[config.mk]
export PLATFORM = sky130hd
export DESIGN_NAME = persian_contextual_glyph_shaper
export DESIGN_NICKNAME = d
export VERILOG_FILES = /design/src/rtl/pcgs_pkg.sv /design/src/rtl/persian_contextual_glyph_shaper.sv
export SDC_FILE = /design/constraint.sdc
export NUM_CORES = 1
export LEC_CHECK = 0
export BUFFER_PORTS_ARGS = -buffer_cell sky130_fd_sc_hd__buf_2
export CORE_UTILIZATION = 60
export CTS_BUF_LIST = sky130_fd_sc_hd__clkbuf_8
export DETAILED_ROUTE_END_ITERATION = 16
export GPL_TIMING_DRIVEN = 0
export PLACE_DENSITY = 0.78
export SETUP_SLACK_MARGIN = 0.1
export SYNTH_ARGS = -nofsm -noshare
export SYNTH_HDL_FRONTEND = slang
export SYNTH_SLANG_ARGS = --single-unit
[constraint.sdc]
create_clock -name clk_i -period 4.7 [get_ports clk_i]
set_input_delay 1.175 -clock clk_i [delete_from_list [all_inputs] [get_ports clk_i]]
set_output_delay 1.175 -clock clk_i [all_outputs]
set_load 0.01 [all_outputs]
[src/rtl/pcgs_pkg.sv]
// Package: transaction types, constants and shaping functions for the contextual glyph shaper
package pcgs_pkg;

  localparam logic [15:0] JoinMin   = 16'd1000;
  localparam logic [15:0] StartFill = 16'd32;

  typedef struct packed {
    logic [15:0] char_code;
    logic        end_of_string;
  } in_t;

  typedef struct packed {
    logic [15:0] shaped_code;
    logic        last_result;
  } out_t;

  typedef struct packed {
    logic        valid;
    logic [15:0] cur;
    logic [15:0] earlier;
    logic [15:0] after;
  } job_t;

  function automatic logic prev_joins(input logic [15:0] c);
    logic r;
    r = 1'b1;
    if (c < JoinMin) r = 1'b0;
    if (c == 16'd1570 || c == 16'd1575 || c == 16'd1608 || c == 16'd1688) r = 1'b0;
    if (c > 16'd1582 && c < 16'd1587) r = 1'b0;
    return r;
  endfunction

  function automatic logic [15:0] medial_base(input logic [15:0] c);
    logic [15:0] r;
    case (c)
      16'd1574: r = 16'd65164;
      16'd1576: r = 16'd65170;
      16'd1578: r = 16'd65176;
      16'd1579: r = 16'd65180;
      16'd1580: r = 16'd65184;
      16'd1581: r = 16'd65188;
      16'd1582: r = 16'd65192;
      16'd1587: r = 16'd65204;
      16'd1588: r = 16'd65208;
      16'd1589: r = 16'd65212;
      16'd1590: r = 16'd65216;
      16'd1591: r = 16'd65220;
      16'd1592: r = 16'd65224;
      16'd1593: r = 16'd65228;
      16'd1594: r = 16'd65232;
      16'd1601: r = 16'd65236;
      16'd1602: r = 16'd65240;
      16'd1604: r = 16'd65248;
      16'd1605: r = 16'd65252;
      16'd1606: r = 16'd65256;
      16'd1607: r = 16'd65260;
      16'd1662: r = 16'd64345;
      16'd1670: r = 16'd64381;
      16'd1705: r = 16'd64401;
      16'd1711: r = 16'd64405;
      default:  r = 16'd0;
    endcase
    return r;
  endfunction

  function automatic logic [15:0] isolated_base(input logic [15:0] c);
    logic [15:0] r;
    case (c)
      16'd1575: r = 16'd65165;
      16'd1583: r = 16'd65193;
      16'd1584: r = 16'd65195;
      16'd1585: r = 16'd65197;
      16'd1586: r = 16'd65199;
      16'd1608: r = 16'd65261;
      16'd1688: r = 16'd64394;
      default:  r = 16'd0;
    endcase
    return r;
  endfunction

  function automatic logic [15:0] shape(input logic [15:0] cur, input logic [15:0] earlier,
                                        input logic [15:0] after, input logic rev);
    logic [15:0] pc;
    logic [15:0] nc;
    logic        p;
    logic        n;
    logic [15:0] mb;
    logic [15:0] ib;
    logic [15:0] r;
    pc = rev ? after : earlier;
    nc = rev ? earlier : after;
    p  = prev_joins(pc);
    n  = (nc >= JoinMin);
    mb = medial_base(cur);
    ib = isolated_base(cur);
    if (cur < JoinMin) begin
      r = cur;
    end else if (mb != 16'd0) begin
      r = mb + {15'd0, p} + {14'd0, n, 1'b0} - 16'd3;
    end else if (ib != 16'd0) begin
      r = ib + {15'd0, p};
    end else if (cur == 16'd1610 || cur == 16'd1740) begin
      if (p && n) r = 16'd65268;
      else if (p) r = 16'd65264;
      else if (n) r = 16'd65267;
      else        r = 16'd65263;
    end else begin
      r = cur;
    end
    return r;
  endfunction

endpackage

[src/rtl/persian_contextual_glyph_shaper.sv]
// Top level: contextual glyph shaper with lookahead window, shaping stage and result queue
//
//  channel | direction | handshake                  | payload
//  in      | input     | in_valid_i / in_ready_o    | in_data_i  (pcgs_pkg::in_t)
//  out     | output    | out_valid_o / out_ready_i  | out_data_o (pcgs_pkg::out_t)
//  cfg     | input     | cfg_we_i                   | cfg_data_i (reverse_order)
//
// One transaction is accepted per cycle while in_ready_o is high; its jobs are registered in the shaping stage.
// The window register holds one character back; the shaping stage writes up to two results
// per cycle into a four-entry result queue, which drains one result per cycle while out_ready_i is high.
// The input stalls while the queue holds more than two results and the stage is full.
// Reset (rst_ni low, asynchronous) empties the window, stage and queue and clears reverse_order.
module persian_contextual_glyph_shaper (
  input  logic           clk_i,
  input  logic           rst_ni,
  input  logic           in_valid_i,
  output logic           in_ready_o,
  input  pcgs_pkg::in_t  in_data_i,
  output logic           out_valid_o,
  input  logic           out_ready_i,
  output pcgs_pkg::out_t out_data_o,
  input  logic           cfg_we_i,
  input  logic           cfg_data_i
);

  localparam int unsigned QDepth = 4;
  localparam int unsigned PtrW   = $clog2(QDepth);
  localparam int unsigned CntW   = $clog2(QDepth + 1);

  logic        rev_q;
  logic        have_q, have_d;
  logic [15:0] pend_q, pend_d;
  logic [15:0] earl_q, earl_d;

  logic           s1_valid_q, s1_valid_d;
  pcgs_pkg::job_t job0_q, job0_d;
  pcgs_pkg::job_t job1_q, job1_d;

  pcgs_pkg::out_t  queue_q [QDepth];
  logic [PtrW-1:0] wr_ptr_q, wr_ptr_d;
  logic [PtrW-1:0] rd_ptr_q, rd_ptr_d;
  logic [CntW-1:0] cnt_q, cnt_d;

  logic           accept;
  logic           adv;
  logic           pop;
  logic [15:0]    earl_mid;
  logic [15:0]    sh0;
  logic [15:0]    sh1;
  logic           push0;
  logic           push1;
  logic [PtrW-1:0] wr1_ptr;

  assign adv        = s1_valid_q && (cnt_q <= CntW'(QDepth - 2));
  assign in_ready_o = !s1_valid_q || adv;
  assign accept     = in_valid_i && in_ready_o;
  assign pop        = out_valid_o && out_ready_i;

  assign out_valid_o = (cnt_q != '0);
  assign out_data_o  = queue_q[rd_ptr_q];

  // Window: build the shaping jobs and advance the lookahead state
  always_comb begin
    earl_mid = have_q ? pend_q : earl_q;
    have_d   = have_q;
    pend_d   = pend_q;
    earl_d   = earl_q;
    job0_d.valid   = have_q;
    job0_d.cur     = pend_q;
    job0_d.earlier = earl_q;
    job0_d.after   = in_data_i.char_code;
    job1_d.valid   = in_data_i.end_of_string;
    job1_d.cur     = in_data_i.char_code;
    job1_d.earlier = earl_mid;
    job1_d.after   = 16'd0;
    if (accept) begin
      if (in_data_i.end_of_string) begin
        have_d = 1'b0;
        pend_d = 16'd0;
        earl_d = pcgs_pkg::StartFill;
      end else begin
        have_d = 1'b1;
        pend_d = in_data_i.char_code;
        earl_d = earl_mid;
      end
    end
    if (accept) s1_valid_d = 1'b1;
    else if (adv) s1_valid_d = 1'b0;
    else s1_valid_d = s1_valid_q;
  end

  // Shaping stage and queue bookkeeping
  always_comb begin
    sh0     = pcgs_pkg::shape(job0_q.cur, job0_q.earlier, job0_q.after, rev_q);
    sh1     = pcgs_pkg::shape(job1_q.cur, job1_q.earlier, job1_q.after, rev_q);
    push0   = adv && job0_q.valid;
    push1   = adv && job1_q.valid;
    wr1_ptr = wr_ptr_q + PtrW'(push0);
    wr_ptr_d = wr_ptr_q + PtrW'(push0) + PtrW'(push1);
    rd_ptr_d = rd_ptr_q + PtrW'(pop);
    cnt_d    = cnt_q + CntW'(push0) + CntW'(push1) - CntW'(pop);
  end

  always_ff @(posedge clk_i or negedge rst_ni) begin
    if (!rst_ni) begin
      rev_q      <= 1'b0;
      have_q     <= 1'b0;
      pend_q     <= 16'd0;
      earl_q     <= pcgs_pkg::StartFill;
      s1_valid_q <= 1'b0;
      wr_ptr_q   <= '0;
      rd_ptr_q   <= '0;
      cnt_q      <= '0;
    end else begin
      if (cfg_we_i) rev_q <= cfg_data_i;
      have_q     <= have_d;
      pend_q     <= pend_d;
      earl_q     <= earl_d;
      s1_valid_q <= s1_valid_d;
      wr_ptr_q   <= wr_ptr_d;
      rd_ptr_q   <= rd_ptr_d;
      cnt_q      <= cnt_d;
    end
  end

  always_ff @(posedge clk_i) begin
    if (accept) begin
      job0_q <= job0_d;
      job1_q <= job1_d;
    end
    if (push0) queue_q[wr_ptr_q] <= '{shaped_code: sh0, last_result: 1'b0};
    if (push1) queue_q[wr1_ptr]  <= '{shaped_code: sh1, last_result: 1'b1};
  end

endmodule
==> summary.txt <==
GRT
  • Congestion Overflow GR: 0
  • Total GRT Usage: 32.7%
  • Vias in the first global route: 8283
  • First-pass GRT wire length: 44.8 mm
  • Largest net degree at the start of global routing: 48
  • Initial antenna violation count: 0

Worst setup path
  • Cell mode on critical path: inv_1
  • Worst reg2reg path startpoint: rev_q
  • Worst Setup Start Kind: flip-flop
  • Worst setup path class: flip-flop to flip-flop
  • R2r worst-path depth: 13
  • WP data arrival: 4.28 ns
  • Worst Path Max Fanout: 10
  • Reg2reg setup slack: 0.60 ns
  • Slowest stage cell, crit path: o31ai_1
  • R2R Path End: queue_q[0][2]
  • Largest stage delay on the critical path: 0.78 ns
  • Buf/Inv on CP: 5
  • CP delay by family, top: compound AO/OA/AOI/OAI gates
  • CP Cell Sequence: clkbuf_1 > clkbuf_1 > o21ai_0 > nor4b_1 > o31ai_1 > inv_1 > ha_1 > inv_1 > fa_1 > inv_1 > o22ai_1 > a21oi_1 > o22ai_1
  • Nature of the critical path endpoint: flip-flop
  • Worst path required time: 4.88 ns

CTS
  • Worst-path clk slew: 0.10 ns
  • Clock Sinks: 176
  • H-tree depth: 4
  • Worst-Skew Late Latency: 0.48 ns
  • CTS tree: done
  • Root buf cell: clkbuf_8
  • Cts bufs inserted: 17
  • Clock tree buffer depth: 2
  • Cts hold-fix bufs: 0

Yosys
  • Average size of a mapped cell: 10.5 µm²
  • Sequential-to-total area share from yosys stat: 48.0%
  • Syn Inst Count: 1001
  • Compound-Gate Fraction of Synth Area: 15.5%
  • Xor/xnor share of the synthesized area: 1.17%
  • Asr flop ratio synth: 23.9%
  • Synth warn: 0
  • Synth Cell Area: 10500 µm²
  • Post-synthesis register bit count: 176
  • Post-synth EDFFs: 130
  • Post-Synth Simple-Gate Area: 21.3%
  • Yosys cell types: 92
  • Syn nets: 1049
  • Multiplexer area fraction after synthesis: 6.75%
  • Post-synthesis adder-cell area fraction: 3.37%
  • Post-synth top flop: edfxtp_1
  • Main combinational cell family by area after synthesis: simple AND/OR/NAND/NOR gates

Timing
  • Rel. slew slack: 32.9%
  • Tcrit/Tclk final: 87.2%
  • Setup Skew: 0.0234 ns
  • Achievable Freq: 244 MHz
  • RSZ-0062 raised after global routing: no
  • TNS Setup: 0 ns
  • Max-slew violation count: 0
  • Min cycle time layout: 4.10 ns
  • Worst slew pin tran: 1.01 ns
  • Hold Vio Cnt, Final: 0
  • # setup viols final: 0

Finish
  • Diodes inserted: 0
  • Layout area overhead: 8.73%
  • Nets: 1110
  • Final Cell Area: 11400 µm²
  • Layout cells sized above 1: 14.2%

Routing
  • TritonRoute pass-1 iters: 7
  • Detail Route Antenna Nets: 0
  • Initial DRC count: 1240
  • WL final: 28.3 mm
  • DRC violations left: 0
  • Via count: 8751
  • DR vias/cell: 6.76
  • WL per Instance: 21.9 µm

Floorplan
  • IO Pins: 42
  • Die Height: 134 µm
  • Core Box Area: 16800 µm²
  • Initial Util: 62.3%
  • Die extent in x: 134 µm
  • Row count: 47
  • Die area: 18000 µm²

Power and ir drop
  • Static Leak: 4.21 nW
  • Pwr/cell area: 559 nW/µm²
  • Max IR drop VDD: 0.000435 V

Worst hold path
  • HP Class: flip-flop to flip-flop
  • Endpoint of the worst hold path: queue_q[2][0]
  • HP Start: queue_q[2][0]
  • Hold path depth: 2

Placed design
  • Area post-placement: 11000 µm²
  • HPWL after DPL: 20.7 mm
  • Buffers added on ports: 41
  • RD Place Congestion: 0.983

Job
  • Max-cap viol count: 0

Outcome
  • Status: complete, no violations
==> where the power goes <==
part / total (mW) / leakage, nW / switching, mW / internal (mW)
Clock: 1.07 / 0.192 / 0.625 / 0.445
Sequential: 2.72 / 1.83 / 0.369 / 2.35
Combinational: 2.58 / 2.18 / 1.63 / 0.949
==> layer usage <==
layer	track usage, %	wire, µm	vias up
met5	0	0	-
met4	13.0	822	0
met3	6.24	2550	81
met2	53.5	13600	576
met1	43.2	11400	4141
li1	-	-	3953
==> logic make-up (layout without fill, tap and decap cells) <==
logic type	count (synthesis)	count (layout)
flip-flops	176	176
buffers and inverters	100	174
XOR/XNOR	14	14
AND/OR/NAND/NOR	403	403
adder cells (fa/ha/maj)	26	26
multiplexers	46	46
AO/OA/AOI/OAI	236	236
==> state kept, by name, indices dropped and copies added (netlist names) <==
signal / flops
cnt_q: 3
earl_q: 16
have_q: 1
job0_q: 33
job1_q: 33
pend_q: 16
queue_q: 68
rd_ptr_q: 2
rev_q: 1
s1_valid_q: 1
wr_ptr_q: 2
==> worst register-to-register path, cell delays in order, from the launching register on <==
cell and delay [ns]:
dfrtp_1 0.36, clkbuf_1 0.31, clkbuf_1 0.47, o21ai_0 0.18, nor4b_1 0.17, o31ai_1 0.78
inv_1 0.20, ha_1 0.24, inv_1 0.09, fa_1 0.41, inv_1 0.06, o22ai_1 0.06
a21oi_1 0.32, o22ai_1 0.18
==> cells in the final DEF (no fill, tap or decap), types with 17 or more instances in the layout <==
master | Yosys | routed
nor2_1 | 72 | 72
mux2_2 | 17 | 17
buf_2 | 20 | 61
o22ai_1 | 60 | 60
nand2b_1 | 47 | 47
nand2_1 | 100 | 100
clkbuf_8 | 0 | 17
nor2b_1 | 17 | 17
dfrtp_1 | 41 | 41
o21ai_0 | 56 | 56
mux4_2 | 18 | 18
nand3_1 | 23 | 23
nor3_1 | 22 | 22
inv_1 | 30 | 29
edfxtp_1 | 130 | 130
ha_1 | 21 | 21
clkbuf_1 | 43 | 43
==> cells in the mapped netlist, types with 6 or more instances <==
library cell    n  area (µm²)
a2111oi_0       6        52.6
a211oi_1       11        82.6
a21o_1          8        60.1
a21oi_1        16        80.1
a31oi_1         6        37.5
a32o_1          9        90.1
and2_1          6        37.5
and3_1          7        43.8
buf_2          20         100
clkbuf_1       43         161
dfrtp_1        41        1030
edfxtp_1      130        3900
ha_1           21         263
inv_1          30         113
mux2_2         17         191
mux2i_1        10         100
mux4_2         18         405
nand2_1       100         375
nand2b_1       47         294
nand3_1        23         115
nand3b_1       12        90.1
nand4_1        11        68.8
nor2_1         72         270
nor2b_1        17         106
nor3_1         22         110
nor3b_1         7        52.6
nor4_1          9        56.3
nor4b_1        12         105
o21ai_0        56         280
o221ai_1        6        52.6
o22ai_1        60         375
o31ai_1         6        45.0
or3_1           6        37.5
or4_1           8        60.1
or4b_1          7        70.1
xnor2_1         9        78.8
==> area by class of cell <==
class,instances,area [µm²]
Clock inverter,15,175
Clock buffer,17,234
Tap cell,220,275
Buffer,70,299
Fill cell,1313,5420
Sequential cell,176,5040
Inverter,30,113
Multi-Input combinational cell,725,5040
Timing Repair Buffer,42,225
==> worst max path at each step <==
stage | endpoint | depth (start not counted) | slack (ns) | from
6_report | queue_q[0][2] | 13 | 0.60 | rev_q
3_3_place_gp | job1_q[37] | 5 | 0.55 | in_valid_i
5_1_grt | queue_q[1][5] | 14 | 0.27 | rev_q
3_5_place_dp | queue_q[2][7] | 14 | 0.73 | rev_q
4_1_cts | out_data_o[12] | 4 | 0.52 | rd_ptr_q[0]
2_1_floorplan | queue_q[3][5] | 14 | 1.34 | job1_q[36]
==> metrics by stage <==
step                      total power, mW  hold slack (ns)  instances  setup slack (ns)  util [%]
after CTS                            6.33            0.447       1295             0.523      67.8
after global routing                 6.71            0.468       1295             0.274      67.8
after detailed placement             5.26            0.431       1263             0.727      65.3
after floorplan                      4.42            0.418       1001              1.34         -
final                                6.38            0.449       1295             0.601      67.8
after global placement               5.20            0.428       1262             0.555      65.2
==> timing repair <==
action,in CTS,in global routing
gates resized for setup,0,1
setup buffers,0,0
endpoints found under the setup margin,0,3
Note: power is estimated with default switching activity, not from simulation.
